===== src/rtl/core/odtl_pkg.sv =====
// Shared types, constants and helpers for the on-demand traffic light sequencer.
package odtl_pkg;

   // Tick counter width and its largest value
   localparam int TICK_BITS = 17;
   localparam int TICK_MAX_W = 33;
   localparam logic [TICK_MAX_W-1:0] TICK_MAX = (TICK_MAX_W'(1) << TICK_BITS) - TICK_MAX_W'(1);

   // Register field widths
   localparam int LONG_W = 17;
   localparam int HALF_W = 16;
   localparam int TOG_W = 4;
   localparam int PHASE_W = 3;

   // Register indexes on the csr port
   localparam int CSR_IDX_W = 2;
   localparam logic [CSR_IDX_W-1:0] CSR_LONG_PHASE_TICKS = 2'd0;
   localparam logic [CSR_IDX_W-1:0] CSR_BLINK_HALF_TICKS = 2'd1;
   localparam logic [CSR_IDX_W-1:0] CSR_BLINK_TOGGLES = 2'd2;

   // Register reset values
   localparam logic [LONG_W-1:0] LONG_PHASE_TICKS_RST = 17'd78125;
   localparam logic [HALF_W-1:0] BLINK_HALF_TICKS_RST = 16'd7812;
   localparam logic [TOG_W-1:0] BLINK_TOGGLES_RST = 4'd10;

   // Light phases
   typedef enum logic [PHASE_W-1:0] {
      PH_GREEN = 3'd0,
      PH_YEL1 = 3'd1,
      PH_RED = 3'd2,
      PH_HOLD = 3'd3,
      PH_YEL2 = 3'd4
   } phase_type;

   // Clip a limit to the counter range; zero acts as one
   function automatic logic [TICK_BITS-1:0] clip_limit(input logic [LONG_W-1:0] v);
      logic [TICK_MAX_W-1:0] wide;
      logic [TICK_MAX_W-1:0] lim;
      begin
         wide = TICK_MAX_W'(v);
         if (wide > TICK_MAX) begin
            lim = TICK_MAX;
         end else if (wide == '0) begin
            lim = TICK_MAX_W'(1);
         end else begin
            lim = wide;
         end
         clip_limit = lim[TICK_BITS-1:0];
      end
   endfunction

endpackage


===== src/rtl/core/on_demand_traffic_light.sv =====
// Top level of the on-demand traffic light sequencer: phase state, tick counters, result word.
// The response word of an accepted request word is in the output register in the cycle after it is accepted.
// Throughput: one word per cycle unless stalled; the output refills in the cycle it is taken.
// The phase update is a single pass over the phase, tick, toggle and yellow registers.
// Reset (synchronous, active high) enters green with counters cleared, yellow level one,
// and loads the timing registers with 78125 and 7812 ticks and 10 toggles.
module on_demand_traffic_light (
   input  logic                                 clock,
   input  logic                                 reset,
   input  logic                                 req_valid,
   output logic                                 req_stall,
   input  logic                                 req_timer_overflow,
   input  logic                                 req_button_level,
   output logic                                 rsp_valid,
   input  logic                                 rsp_stall,
   output logic                                 rsp_green_pair,
   output logic                                 rsp_yellow_pair,
   output logic                                 rsp_red_pair,
   output logic [odtl_pkg::PHASE_W-1:0]         rsp_phase_now,
   input  logic                                 csr_write_en,
   input  logic [odtl_pkg::CSR_IDX_W-1:0]       csr_index,
   input  logic [odtl_pkg::LONG_W-1:0]          csr_wdata
);

   // Timing registers
   logic [odtl_pkg::LONG_W-1:0] long_ticks_ff;
   logic [odtl_pkg::HALF_W-1:0] half_ticks_ff;
   logic [odtl_pkg::TOG_W-1:0]  toggles_ff;

   // Sequencer state
   odtl_pkg::phase_type           phase_ff, phase_in;
   logic [odtl_pkg::TICK_BITS-1:0] tick_ff, tick_in;
   logic [odtl_pkg::TOG_W-1:0]     toggle_ff, toggle_in;
   logic                           yellow_ff, yellow_in;

   // Response register
   logic                           rsp_valid_ff;
   logic                           green_ff, green_in;
   logic                           amber_ff, amber_in;
   logic                           red_ff, red_in;
   logic [odtl_pkg::PHASE_W-1:0]   phase_out_ff, phase_out_in;

   // Limits and counter arithmetic
   logic [odtl_pkg::TICK_BITS-1:0] lim_long;
   logic [odtl_pkg::TICK_BITS-1:0] lim_half;
   logic [odtl_pkg::TOG_W-1:0]     lim_tog;
   logic [odtl_pkg::TICK_BITS:0]   tick_sum;
   logic                           long_done;
   logic                           half_done;
   logic [odtl_pkg::TOG_W-1:0]     tog_sum;
   logic                           req_fire;

   // Accept while the output register is empty or being taken
   assign req_stall = rsp_valid_ff & rsp_stall;
   assign req_fire = req_valid & ~req_stall;

   assign lim_long = odtl_pkg::clip_limit(long_ticks_ff);
   assign lim_half = odtl_pkg::clip_limit(odtl_pkg::LONG_W'(half_ticks_ff));
   assign lim_tog = (toggles_ff == '0) ? odtl_pkg::TOG_W'(1) : toggles_ff;

   assign tick_sum = {1'b0, tick_ff} + (odtl_pkg::TICK_BITS+1)'(1);
   assign long_done = tick_sum >= {1'b0, lim_long};
   assign half_done = tick_sum >= {1'b0, lim_half};
   assign tog_sum = toggle_ff + odtl_pkg::TOG_W'(1);

   // Write timing registers; ignore unknown indexes
   always_ff @(posedge clock) begin
      if (reset) begin
         long_ticks_ff <= odtl_pkg::LONG_PHASE_TICKS_RST;
         half_ticks_ff <= odtl_pkg::BLINK_HALF_TICKS_RST;
         toggles_ff <= odtl_pkg::BLINK_TOGGLES_RST;
      end else if (csr_write_en) begin
         if (csr_index == odtl_pkg::CSR_LONG_PHASE_TICKS) begin
            long_ticks_ff <= csr_wdata;
         end
         if (csr_index == odtl_pkg::CSR_BLINK_HALF_TICKS) begin
            half_ticks_ff <= csr_wdata[odtl_pkg::HALF_W-1:0];
         end
         if (csr_index == odtl_pkg::CSR_BLINK_TOGGLES) begin
            toggles_ff <= csr_wdata[odtl_pkg::TOG_W-1:0];
         end
      end
   end

   // Advance the phase on each accepted tick word
   always_comb begin
      phase_in = phase_ff;
      tick_in = tick_ff;
      toggle_in = toggle_ff;
      yellow_in = yellow_ff;
      if (req_fire && req_timer_overflow) begin
         unique case (phase_ff)
            odtl_pkg::PH_YEL1, odtl_pkg::PH_YEL2: begin
               if (half_done) begin
                  tick_in = '0;
                  yellow_in = ~yellow_ff;
                  toggle_in = tog_sum;
                  // End the blink after the last toggle
                  if (tog_sum == '0 || tog_sum >= lim_tog) begin
                     phase_in = (phase_ff == odtl_pkg::PH_YEL1) ? odtl_pkg::PH_RED
                                                                : odtl_pkg::PH_GREEN;
                  end
               end else begin
                  tick_in = tick_sum[odtl_pkg::TICK_BITS-1:0];
               end
            end
            odtl_pkg::PH_RED: begin
               if (req_button_level) begin
                  phase_in = odtl_pkg::PH_HOLD;
                  tick_in = '0;
               end else if (long_done) begin
                  phase_in = odtl_pkg::PH_YEL2;
                  tick_in = '0;
                  toggle_in = '0;
                  yellow_in = 1'b1;
               end else begin
                  tick_in = tick_sum[odtl_pkg::TICK_BITS-1:0];
               end
            end
            odtl_pkg::PH_HOLD: begin
               if (long_done) begin
                  phase_in = odtl_pkg::PH_YEL2;
                  tick_in = '0;
                  toggle_in = '0;
                  yellow_in = 1'b1;
               end else begin
                  tick_in = tick_sum[odtl_pkg::TICK_BITS-1:0];
               end
            end
            default: begin
               // Green, and any stray code acts as green
               if (req_button_level || long_done) begin
                  phase_in = odtl_pkg::PH_YEL1;
                  tick_in = '0;
                  toggle_in = '0;
                  yellow_in = 1'b1;
               end else begin
                  tick_in = tick_sum[odtl_pkg::TICK_BITS-1:0];
               end
            end
         endcase
      end
   end

   // Decode lamp drives from the new phase
   always_comb begin
      green_in = 1'b0;
      amber_in = 1'b0;
      red_in = 1'b0;
      phase_out_in = phase_in;
      unique case (phase_in)
         odtl_pkg::PH_YEL1, odtl_pkg::PH_YEL2: begin
            amber_in = yellow_in;
         end
         odtl_pkg::PH_RED, odtl_pkg::PH_HOLD: begin
            red_in = 1'b1;
         end
         default: begin
            green_in = 1'b1;
            phase_out_in = odtl_pkg::PH_GREEN;
         end
      endcase
   end

   // Hold sequencer state
   always_ff @(posedge clock) begin
      if (reset) begin
         phase_ff <= odtl_pkg::PH_GREEN;
         tick_ff <= '0;
         toggle_ff <= '0;
         yellow_ff <= 1'b1;
      end else begin
         phase_ff <= phase_in;
         tick_ff <= tick_in;
         toggle_ff <= toggle_in;
         yellow_ff <= yellow_in;
      end
   end

   // Track response word occupancy
   always_ff @(posedge clock) begin
      if (reset) begin
         rsp_valid_ff <= 1'b0;
      end else if (req_fire) begin
         rsp_valid_ff <= 1'b1;
      end else if (!rsp_stall) begin
         rsp_valid_ff <= 1'b0;
      end
   end

   // Load response word on accept
   always_ff @(posedge clock) begin
      if (req_fire) begin
         green_ff <= green_in;
         amber_ff <= amber_in;
         red_ff <= red_in;
         phase_out_ff <= phase_out_in;
      end
   end

   assign rsp_valid = rsp_valid_ff;
   assign rsp_green_pair = green_ff;
   assign rsp_yellow_pair = amber_ff;
   assign rsp_red_pair = red_ff;
   assign rsp_phase_now = phase_out_ff;

endmodule


===== config.mk =====
export PLATFORM = sky130hd
export DESIGN_NAME = on_demand_traffic_light
export DESIGN_NICKNAME = d
export VERILOG_FILES = /design/src/rtl/core/odtl_pkg.sv /design/src/rtl/core/on_demand_traffic_light.sv
export SDC_FILE = /design/constraint.sdc
export NUM_CORES = 1
export LEC_CHECK = 0
export ABC_CLOCK_PERIOD_IN_PS = 11200
export BUFFER_PORTS_ARGS = -buffer_cell sky130_fd_sc_hd__buf_4
export CAP_MARGIN = 5
export CORE_MARGIN = 2
export CORE_UTILIZATION = 60
export DETAILED_ROUTE_END_ITERATION = 10
export GPL_ROUTABILITY_DRIVEN = 1
export PLACE_DENSITY_LB_ADDON = 0.05
export SETUP_SLACK_MARGIN = 0.5
export SYNTH_ARGS = -nofsm -noshare
export SYNTH_HDL_FRONTEND = slang
export SYNTH_SLANG_ARGS = --single-unit

===== constraint.sdc =====
create_clock -name clock -period 11.2 [get_ports clock]
set_input_delay 2.8 -clock clock [delete_from_list [all_inputs] [get_ports clock]]
set_output_delay 2.8 -clock clock [all_outputs]
set_load 0.05 [all_outputs]

## Word level (Yosys, flattened, before mapping)

Cells that the tools add are included.

| storage, ports and cells | value |
|---|---|
| register bits | 69 |
| bits of input ports | 26 |

| operators by class | value |
|---|---|
| equality and inequality tests | 13 |
| $add $sub $neg | 2 |
| muxes and demuxes | 31 |
| reduce and logical (&&, ||, !) cells | 17 |
| order comparisons | 3 |
| bitwise operators | 4 |

Operator list:

| cell | count |
|---|---|
| 17-bit two-way mux | 5 |
| 17-bit one-hot mux with 3 select lines | 1 |
| 18-bit by 17-bit >= comparator with 1-bit output | 2 |
| 4-bit two-way mux | 5 |
| 17-bit by 1-bit adder with 18-bit output, second input constant | 1 |
| 3-bit two-way mux | 6 |
| 17-bit zero test | 1 |
| 16-bit zero test | 1 |
| 16-bit two-way mux | 1 |
| 3-bit by 2-bit equality test with 1-bit output, second input constant | 4 |
| 4-bit one-hot mux with 3 select lines | 1 |
| 1-bit two-way mux | 9 |
| 3-bit one-hot mux with 3 select lines | 1 |
| 4-bit zero test | 2 |
| 3-bit by 1-bit equality test with 1-bit output, second input constant | 2 |
| 3-bit equality test, second input constant | 2 |
| 2-bit AND reduction | 3 |
| 2-bit OR reduction | 3 |
| 4-bit by 1-bit adder with 4-bit output, second input constant | 1 |
| 4-bit >= comparator | 1 |
| 2-bit != test, second input constant | 2 |
| 4-bit AND reduction | 1 |
| 4-bit nonzero test | 1 |
| 4-bit OR reduction | 1 |
| 10 further kinds | 13 |

## Depth between registers and ports, before layout

Gate-level depths: netlist (run 1).

| logic depth | value |
|---|---|
| depth in word-level cells | 11 |
| gate-level depth with buffers | 17 |
| depth with buffers taken out | 16 |

## Worst setup path before layout (run 1)

OpenSTA, ideal clock, no wires.

| path | value |
|---|---|
| path type | input-to-output |
| from | in rsp_stall |
| to | out req_stall |
| arrival | 3.209 ns |
| buffers on the path | 0 |
| slack | 5.191 ns |
| stages on the path | 2 |
| path through | nand2_1 > inv_1 |

| between the ends | value |
|---|---|
| cells in the longest elaborated chain, start to end | 1 |

RTL lines:

| what | line | source |
|---|---|---|
| from (decl) | on_demand_traffic_light.sv:15 | `input logic rsp_stall,` |
| 1-bit AND | on_demand_traffic_light.sv:54 | `assign req_stall = rsp_valid_ff & rsp_stall;` |
| to (decl) | on_demand_traffic_light.sv:11 | `output logic req_stall,` |

No other way between the ends.

## Worst setup path after layout (run 1)

Ends and elaborated chain as after synthesis.

==> impl_metrics.py, run 1 <==
metrics = {
    "floorplanning": {
        "core_um2": 6760,
        "placementRows": 30,
        "die_w_um": 87.3,
        "start_util": 0.616,
        "die_h_um": 87.3,
        "pin_count": 34,
        "die_area_um2": 7610,
    },
    "clock_network": {
        "clk_latency_ps": 360,
        "cts_setup_buffers": 0,
        "cts_hold_buf": 0,
        "cts_root_buf": "clkbuf_8",
        "clk_pin_slew_ps": 70,
        "numCtsBuffers": 9,
        "clock_sinks": 69,
        "htree_levels": 3,
        "clk_path_buf_depth": 2,
        "cts-resized-gates": 0,
        "cts_tree": "built",
    },
    "synth": {
        "synthCells": 514,
        "synth_area_leaders": "dfxtp_1, ha_1, nand2_1",
        "ys_seq_area_frac": 0.347,
        "syn-cell-area_um2": 4160,
        "synth_top_cell_area_share": 0.303,
        "ys_types": 53,
        "synth_largest_area_cell": "dfxtp_1",
        "yosysWarningCount": 0,
        "syn_nets": 579,
        "avgSynthCellArea_um2": 8.09,
        "synth_async_sr_flop_share": 0,
        "ys.flop_type": "dfxtp_1",
        "synth_enable_flop_cells": 6,
        "yosys_register_bits": 69,
    },
    "pwr": {
        "ir_drop_mv": 0.0860,
        "p_leak_nw": 2.00,
        "p_per_area_nw_per_um2": 112,
    },
    "run": {
        "drv_cap": 0,
    },
    "finish": {
        "stdcell_count": 622,
        "final_common_cell": "nand2_1",
        "fillers": 595,
        "final_nets": 602,
        "syn2layout_area_growth_pct": 10.9,
        "mostFrequentLayoutCells": "nand2_1, dfxtp_1, a21oi_1",
        "final_area_um2": 4610,
        "drive_gt1_frac": 0.120,
        "antenna_cells": 0,
    },
    "worst_setup_path": {
        "crit_path_frequent_cell": "buf_4",
        "cp_slowest_stage_delay_ps": 180,
        "end_kind": "output port",
        "critPathRequiredTime_ps": 8400,
        "critPathKind": "input pin to output port",
        "cp.arrival_ps": 3230,
        "cp_cell_sequence": "buf_4 -> nand2_1 -> inv_1 -> buf_4",
        "reg2reg_slack_ps": 6930,
        "startpoint_type": "input pin",
        "crit_buf_inv": 3,
        "critPathMaxFanout": 3,
        "critPathSlowestCell": "buf_4",
        "cpLargestDelayFamily": "buffers and inverters",
    },
    "place": {
        "dp_hpwl_mm": 6.76,
        "portBuffers": 33,
        "routabilityCongestion": 0.836,
        "dp.cells": 606,
        "placed_cell_area_um2": 4430,
    },
    "global_route": {
        "grt_max_degree": 64,
        "antenna_found_initial": 0,
        "grt_pass1_vias": 3233,
        "grt-ovfl-total": 0,
        "grt_pass1_wl_mm": 15.3,
        "track_usage": 0.258,
    },
    "outcome": {
        "outcome": "finished, final reports clean",
    },
    "sta": {
        "slew_viol_final": 0,
        "finalHoldViolations": 0,
        "period_minus_slack_ps": 6030,
        "setup_violations": 0,
        "post-route-period-util": 0.539,
        "tightestPinTransition_ps": 783,
        "fmax_ghz": 0.166,
        "grt_setup_unrepaired": "false",
        "relSlewSlack": 0.477,
        "skew_ps": 10.9,
        "final.setup.tns_ps": 0,
    },
    "worst_hold_path": {
        "hold_class": "register to register",
    },
    "detailed_routing": {
        "routed_via_density": 5.78,
        "drc": 0,
        "routed-via-count": 3594,
        "ant_nets": 0,
        "drt_wl_total_mm": 9.13,
        "drt_first_iter_violations": 134,
        "drtPass1Iterations": 4,
        "wl_per_cell_um": 14.7,
    },
}
==> flip-flops by register name, summed over array words and instances, names as in the netlist <==
name             cells
half_ticks_ff       16
toggle_ff            4
rsp_green_pair       1
tick_ff             17
rsp_yellow_pair      1
rsp_valid            1
rsp_red_pair         1
long_ticks_ff       17
phase_ff             3
yellow_ff            1
toggles_ff           4
rsp_phase_now        3
==> routing by layer <==
layer | up-vias | track usage | share of wire
met4 | 0 | 0.108 | 0.022
met1 | 1670 | 0.361 | 0.49
li1 | 1830 | - | -
met5 | - | 0 | 0
met3 | 17 | 0.0417 | 0.041
met2 | 77 | 0.393 | 0.45
==> per-stage QoR <==
step / power, mW / utilization / setup WS, ps / hold slack, ps
finish: 0.515 / 0.683 / 5170 / 471
global route: 0.536 / 0.683 / 5150 / 509
CTS: 0.517 / 0.683 / 5160 / 474
detailed placement: 0.326 / 0.656 / 5160 / 460
global placement: 0.324 / 0.656 / 5190 / 454
floorplan: 0.306 / - / 5190 / 436
==> layout make-up <==
class                   count  area [µm²]  area share
multi-input cells         378        2460       0.534
clock buffers              11         131      0.0285
repair buffers             34         255      0.0553
well taps                  80         100      0.0217
inverters                  45         169      0.0366
flip-flops and latches     69        1440       0.312
clock inverters             5        51.3      0.0111
==> cell usage after synthesis, types with 3 or more instances <==
cell / number
nand3_1: 26
a211oi_1: 5
nor2_1: 40
nor2b_1: 5
edfxtp_1: 6
a31oi_1: 3
and3_1: 4
dfxtp_1: 63
a31o_2: 3
a21oi_1: 47
o21ai_0: 14
a211o_1: 13
clkbuf_1: 17
buf_2: 5
nand4_1: 7
xnor2_1: 13
or3_1: 3
ha_1: 39
nand3b_1: 5
a21o_1: 6
mux2i_1: 5
inv_1: 45
nor3_1: 5
and2_1: 4
xor2_1: 7
nand2b_1: 5
nor4_1: 9
nand2_1: 74
==> report_power, final <==
part           internal (mW)  switching [mW]
Sequential             0.256         0.00516
Clock                  0.101          0.0936
Combinational         0.0226          0.0363
Total                  0.380           0.135
==> logic make-up after synthesis <==
family / synth area share
flops: 0.347
simple gates: 0.242
buf+inv: 0.0620
compound gates: 0.177
xor+xnor: 0.0421
fa+ha+maj: 0.117
mux: 0.0120
==> path summary, 6_finish.rpt <==
| path | from | endpoint | depth (start not counted) |
|---|---|---|---|
| setup / recovery | rsp_stall | req_stall | 4 |
| hold / removal | toggle_ff[3] | toggle_ff[3] | 2 |
| setup reg to reg | tick_ff[2] | tick_ff[13] | 15 |
| hold reg to reg | toggle_ff[3] | toggle_ff[3] | 2 |
==> worst min-delay path: cells and delay by family, from the launching register on <==
kind	cells	cell delay [ps]
AO/OA/AOI/OAI	1	50
AND/OR/NAND/NOR	1	60
flip-flops	1	320
(Power assumes the default switching activity.)
==> run 2: changes to the inputs <==
--- a/config.mk
+++ b/config.mk
@@ -5,7 +5,7 @@
 export SDC_FILE = /design/constraint.sdc
 export NUM_CORES = 1
 export LEC_CHECK = 0
-export ABC_CLOCK_PERIOD_IN_PS = 11200
+export ABC_CLOCK_PERIOD_IN_PS = 5900
 export BUFFER_PORTS_ARGS = -buffer_cell sky130_fd_sc_hd__buf_4
 export CAP_MARGIN = 5
 export CORE_MARGIN = 2
==> constraint.sdc (replaced) <==
create_clock -name clock -period 5.9 [get_ports clock]
set_input_delay 1.475 -clock clock [delete_from_list [all_inputs] [get_ports clock]]
set_output_delay 1.475 -clock clock [all_outputs]
set_load 0.05 [all_outputs]
==> impl_metrics.py, run 2 (synthesis results as in run 1) <==
metrics = {
    "global_route": {
        "antenna_found_initial": 0,
        "grt_pass1_wl_mm": 15.6,
        "grt_max_degree": 64,
        "grt-ovfl-total": 0,
        "grt_pass1_vias": 3367,
        "track_usage": 0.260,
    },
    "clock_network": {
        "clock_sinks": 69,
        "clk_latency_ps": 340,
        "htree_levels": 3,
        "cts-resized-gates": 0,
        "cts_tree": "built",
        "numCtsBuffers": 9,
        "cts_hold_buf": 0,
        "clk_pin_slew_ps": 70,
        "cts_setup_buffers": 0,
        "clk_path_buf_depth": 2,
        "cts_root_buf": "clkbuf_8",
    },
    "finish": {
        "antenna_cells": 0,
        "final_area_um2": 4620,
        "stdcell_count": 622,
        "fillers": 577,
        "final_common_cell": "nand2_1",
        "final_nets": 602,
        "mostFrequentLayoutCells": "nand2_1, dfxtp_1, a21oi_1",
        "top_regs": "long_ticks_ff: 17 flops, tick_ff: 17 flops, half_ticks_ff: 16 flops",
        "drive_gt1_frac": 0.122,
        "multi_input_area_um2": 2460,
        "seqCellArea_um2": 1440,
        "syn2layout_area_growth_pct": 11.2,
    },
    "pwr": {
        "p_per_area_nw_per_um2": 214,
        "ir_drop_mv": 0.120,
        "p_leak_nw": 2.00,
        "p_sw_uw": 252,
        "combPwrFrac": 0.114,
        "internal_power_uw": 735,
        "switching_share": 0.256,
        "seqPwrFrac": 0.502,
        "clockPowerShare": 0.384,
    },
    "sta": {
        "post-route-period-util": 0.701,
        "finalHoldViolations": 0,
        "final.setup.tns_ps": 0,
        "tightestPinTransition_ps": 806,
        "period_minus_slack_ps": 4140,
        "skew_ps": 10.7,
        "setup_violations": 0,
        "fmax_ghz": 0.242,
        "grt_setup_unrepaired": "false",
        "relSlewSlack": 0.463,
        "slew_viol_final": 0,
    },
    "floorplanning": {
        "die_area_um2": 7610,
        "pin_count": 34,
        "placementRows": 30,
        "core_um2": 6760,
        "die_h_um": 87.3,
        "start_util": 0.616,
        "die_w_um": 87.3,
    },
    "place": {
        "placed_cell_area_um2": 4430,
        "dp.cells": 606,
        "dp_hpwl_mm": 6.84,
        "portBuffers": 33,
        "routabilityCongestion": 0.924,
    },
    "worst_setup_path": {
        "critPathRequiredTime_ps": 6070,
        "cp.arrival_ps": 4300,
        "end_kind": "register",
        "reg2reg_from": "tick_ff[4]",
        "critPathKind": "register to register",
        "cp_cell_sequence": "and3_1 -> and4_1 -> nand2b_1 -> nor2_1 -> xor2_1 -> ha_1 -> a211oi_2 -> o21ai_1 -> a211oi_2 -> a311oi_2 -> or3_4 -> and3_4 -> o32ai_4 -> xor2_1 -> nor3b_1",
        "reg2reg_slack_ps": 1760,
        "r2r_cells": 15,
        "critPathSlowestCell": "dfxtp_1",
        "critPathMaxFanout": 5,
        "cp_slowest_stage_delay_ps": 420,
        "startpoint_type": "register",
        "r2r-end": "rsp_yellow_pair",
    },
    "detailed_routing": {
        "routed-via-count": 3655,
        "ant_nets": 0,
        "drt_wl_total_mm": 9.33,
        "drt_first_iter_violations": 204,
        "drc": 0,
        "wl_per_cell_um": 15.0,
        "drtPass1Iterations": 9,
        "routed_via_density": 5.88,
    },
    "worst_hold_path": {
        "hold_class": "register to register",
        "hp-start": "toggle_ff[3]",
        "whs_endpoint": "toggle_ff[3]",
        "hold_depth": 2,
    },
    "outcome": {
        "outcome": "finished, final reports clean",
    },
    "run": {
        "drv_cap": 0,
    },
}
==> run 2: cell count changes in the layout (fill, tap and decap cells not counted) <==
cell and delta:
clkbuf_8 +1, clkinv_1 -1
==> run 2: critical path, delay by kind of cell, from the launching register on <==
| kind | cells | cell delay [ps] |
|---|---|---|
| XOR/XNOR | 2 | 350 |
| AO/OA/AOI/OAI | 5 | 1110 |
| adder cells (fa/ha/maj) | 1 | 290 |
| AND/OR/NAND/NOR | 7 | 1800 |
| flip-flops | 1 | 420 |
==> run 2: power groups by stage <==
stage               Sequential [mW]  Combinational (mW)  Clock, mW
floorplan                     0.513              0.0668          0
global placement              0.506               0.109          0
detailed placement            0.506               0.111          0
CTS                           0.496               0.112      0.384
global route                  0.497               0.125      0.400
finish                        0.496               0.112      0.379
==> run 2: worst max path at each step <==
stage	start	endpoint	slack, ps	cells past startpoint
detailed placement	tick_ff[2]	rsp_yellow_pair	1860	15
floorplan	tick_ff[2]	rsp_yellow_pair	2230	15
global route	tick_ff[4]	rsp_yellow_pair	1400	15
global placement	tick_ff[2]	rsp_yellow_pair	1960	15
CTS	tick_ff[4]	rsp_yellow_pair	1790	15
finish	tick_ff[4]	rsp_yellow_pair	1760	15
==> run 2: cell type report <==
cell class	instances	area share
multi-input cells	378	0.533
inverters	45	0.0365
well taps	80	0.0217
flip-flops and latches	69	0.312
clock inverters	4	0.0103
clock buffers	12	0.0314
repair buffers	34	0.0552
==> run 2: per-layer routing <==
layer	part of all wire	global-route usage	vias up
li1	-	-	1843
met1	0.47	0.361	1694
met2	0.46	0.410	107
met3	0.054	0.0550	11
met4	0.014	0.0741	0
met5	0	0	-
==> run 2: stage by stage <==
stage          hold slack, ps  setup WS (ps)   util  power (mW)
2_1_floorplan             436           2230      -       0.580
3_3_place_gp              454           1960  0.656       0.615
3_5_place_dp              462           1860  0.656       0.618
4_1_cts                   472           1790  0.684       0.992
5_1_grt                   489           1400  0.684        1.02
6_report                  472           1760  0.684       0.987
==> run 3: changes to the inputs <==
--- a/config.mk
+++ b/config.mk
@@ -5,7 +5,7 @@
 export SDC_FILE = /design/constraint.sdc
 export NUM_CORES = 1
 export LEC_CHECK = 0
-export ABC_CLOCK_PERIOD_IN_PS = 5900
+export ABC_CLOCK_PERIOD_IN_PS = 4000
 export BUFFER_PORTS_ARGS = -buffer_cell sky130_fd_sc_hd__buf_4
 export CAP_MARGIN = 5
 export CORE_MARGIN = 2
==> constraint.sdc (replaced) <==
create_clock -name clock -period 4 [get_ports clock]
set_input_delay 1 -clock clock [delete_from_list [all_inputs] [get_ports clock]]
set_output_delay 1 -clock clock [all_outputs]
set_load 0.05 [all_outputs]
==> impl_metrics.py, run 3 (synthesis results as in run 1) <==
metrics = {
    "outcome": {
        "outcome": "finished, final reports clean",
    },
    "finish": {
        "drive_gt1_frac": 0.264,
        "final_area_um2": 5230,
        "mostFrequentLayoutCells": "nand2_1, dfxtp_1, buf_4",
        "final_nets": 629,
        "top_regs": "long_ticks_ff: 17 flops, tick_ff: 17 flops, half_ticks_ff: 16 flops",
        "syn2layout_area_growth_pct": 25.6,
        "antenna_cells": 0,
        "final_common_cell": "nand2_1",
    },
    "detailed_routing": {
        "routed_via_density": 5.89,
        "ant_nets": 0,
        "routed-via-count": 3817,
        "wl_met2_mm": 5.00,
        "wl_met3_um": 599,
        "wl_per_cell_um": 16.5,
        "drtPass1Iterations": 4,
        "highest_layer": "met4",
        "drt_first_iter_violations": 240,
        "drc": 0,
        "drt_wl_total_mm": 10.7,
        "met1_length_mm": 4.88,
    },
    "floorplanning": {
        "pin_count": 34,
        "placementRows": 30,
        "die_area_um2": 7610,
        "start_util": 0.616,
        "core_um2": 6760,
        "die_h_um": 87.3,
        "die_w_um": 87.3,
    },
    "clock_network": {
        "numCtsBuffers": 9,
        "clock_sinks": 69,
        "cts_tree": "built",
        "clk_latency_ps": 360,
        "clk_path_buf_depth": 2,
        "cts_hold_buf": 0,
        "clk_pin_slew_ps": 80,
        "htree_levels": 3,
        "cts_root_buf": "clkbuf_8",
    },
    "global_route": {
        "grt_pass1_wl_mm": 16.1,
        "grt-ovfl-total": 0,
        "track_usage": 0.270,
        "grt_pass1_vias": 3447,
        "antenna_found_initial": 0,
        "grt_max_degree": 64,
    },
    "sta": {
        "finalHoldViolations": 0,
        "tightestPinTransition_ps": 838,
        "final.setup.tns_ps": 0,
        "fmax_ghz": 0.264,
        "period_minus_slack_ps": 3790,
        "slew_viol_final": 0,
        "setup_violations": 0,
        "hold_slack_ps": 468,
        "relSlewSlack": 0.441,
        "post-route-period-util": 0.948,
        "grt_setup_unrepaired": "true",
        "skew_ps": 12.3,
    },
    "pwr": {
        "ir_drop_mv": 0.229,
        "p_leak_nw": 2.24,
        "p_per_area_nw_per_um2": 282,
    },
    "worst_setup_path": {
        "cp_cell_sequence": "and3_4 -> and4_4 -> nand2b_4 -> nor2_4 -> xor2_2 -> ha_1 -> a21o_1 -> a21o_1 -> a211oi_2 -> nand4b_1 -> buf_4 -> nor2_2 -> nor4b_2 -> o32ai_4 -> xor2_1 -> nor3b_2",
        "startpoint_type": "register",
        "critPathKind": "register to register",
        "r2r_cells": 16,
        "endpoint": "rsp_yellow_pair",
        "critPathSlowestCell": "o32ai_4",
        "critPathRequiredTime_ps": 4120,
        "end_kind": "register",
        "cp_slowest_stage_delay_ps": 370,
        "startpoint": "tick_ff[3]",
        "r2r-end": "rsp_yellow_pair",
        "crit_path_frequent_cell": "a21o_1",
        "cp.arrival_ps": 3910,
        "reg2reg_slack_ps": 210,
        "critPathMaxFanout": 5,
        "reg2reg_from": "tick_ff[3]",
    },
    "place": {
        "routabilityCongestion": 0.904,
        "placed_cell_area_um2": 4500,
        "dp_hpwl_mm": 6.86,
        "portBuffers": 33,
    },
    "run": {
        "drv_cap": 0,
    },
    "worst_hold_path": {
        "hold_class": "register to register",
    },
}
[run 3: cell types whose count changed in the layout (fill, tap and decap cells not counted), moves of 7 or more]
cell / delta
a21oi_1: -7
nor2_1: -7
a21oi_2: +7
buf_4: +19
nand3_1: -8
[run 3: what timing repair did]
item,in CTS,in global routing
endpoints found under the setup margin,19,30
setup buffers,9,12
pin swaps,9,37
cloned,0,1
gates resized for setup,16,61
[run 3: worst min path at each step]
stage                     start  depth (start not counted)                to  slack [ps]
3_3_place_gp       toggle_ff[3]                          2      toggle_ff[3]         450
6_report           toggle_ff[3]                          2      toggle_ff[3]         470
2_1_floorplan  half_ticks_ff[0]                          2  half_ticks_ff[0]         440
3_5_place_dp       toggle_ff[3]                          2      toggle_ff[3]         460
4_1_cts            toggle_ff[3]                          2      toggle_ff[3]         470
5_1_grt            toggle_ff[3]                          2      toggle_ff[3]         490
[run 3: metrics by stage]
stage                     power (mW)  worst slack [ps]  instances  utilization
after floorplan                0.856               505        514            -
after global placement         0.913               309        611        0.666
after detailed placement       0.916               239        611        0.666
after CTS                       1.44               396        635        0.715
after global routing            1.53               128        648        0.773
final                           1.48               210        648        0.773
[run 3: worst max-delay path, delay by kind of cell, from the launching register on]
| family | cells | cell delay (ps) |
|---|---|---|
| AND/OR/NAND/NOR | 8 | 1200 |
| adder cells (fa/ha/maj) | 1 | 300 |
| XOR/XNOR | 2 | 450 |
| flip-flops | 1 | 360 |
| buffers and inverters | 1 | 200 |
| AO/OA/AOI/OAI | 4 | 1030 |
[run 3: cell type report]
cell class | instances | area [µm²]
Clock inverter | 3 | 18.8
Inverter | 45 | 169
Fill cell | 484 | 1530
Timing Repair Buffer | 61 | 510
Multi-Input combinational cell | 378 | 2800
Tap cell | 80 | 100
Clock buffer | 12 | 165
Sequential cell | 69 | 1460
[run 3: report_power, final]
part	internal [mW]	switching (mW)	leakage (nW)
Sequential	0.715	0.0149	0.575
Clock	0.272	0.266	0.0948
Combinational	0.0915	0.117	1.57
[run 3: routing by layer]
layer  global-route usage  vias to the layer above
li1                     -                     1887
met3               0.0664                       23
met2                0.413                      148
met1                0.377                     1759
met5                    0                        -
met4               0.0825                        0
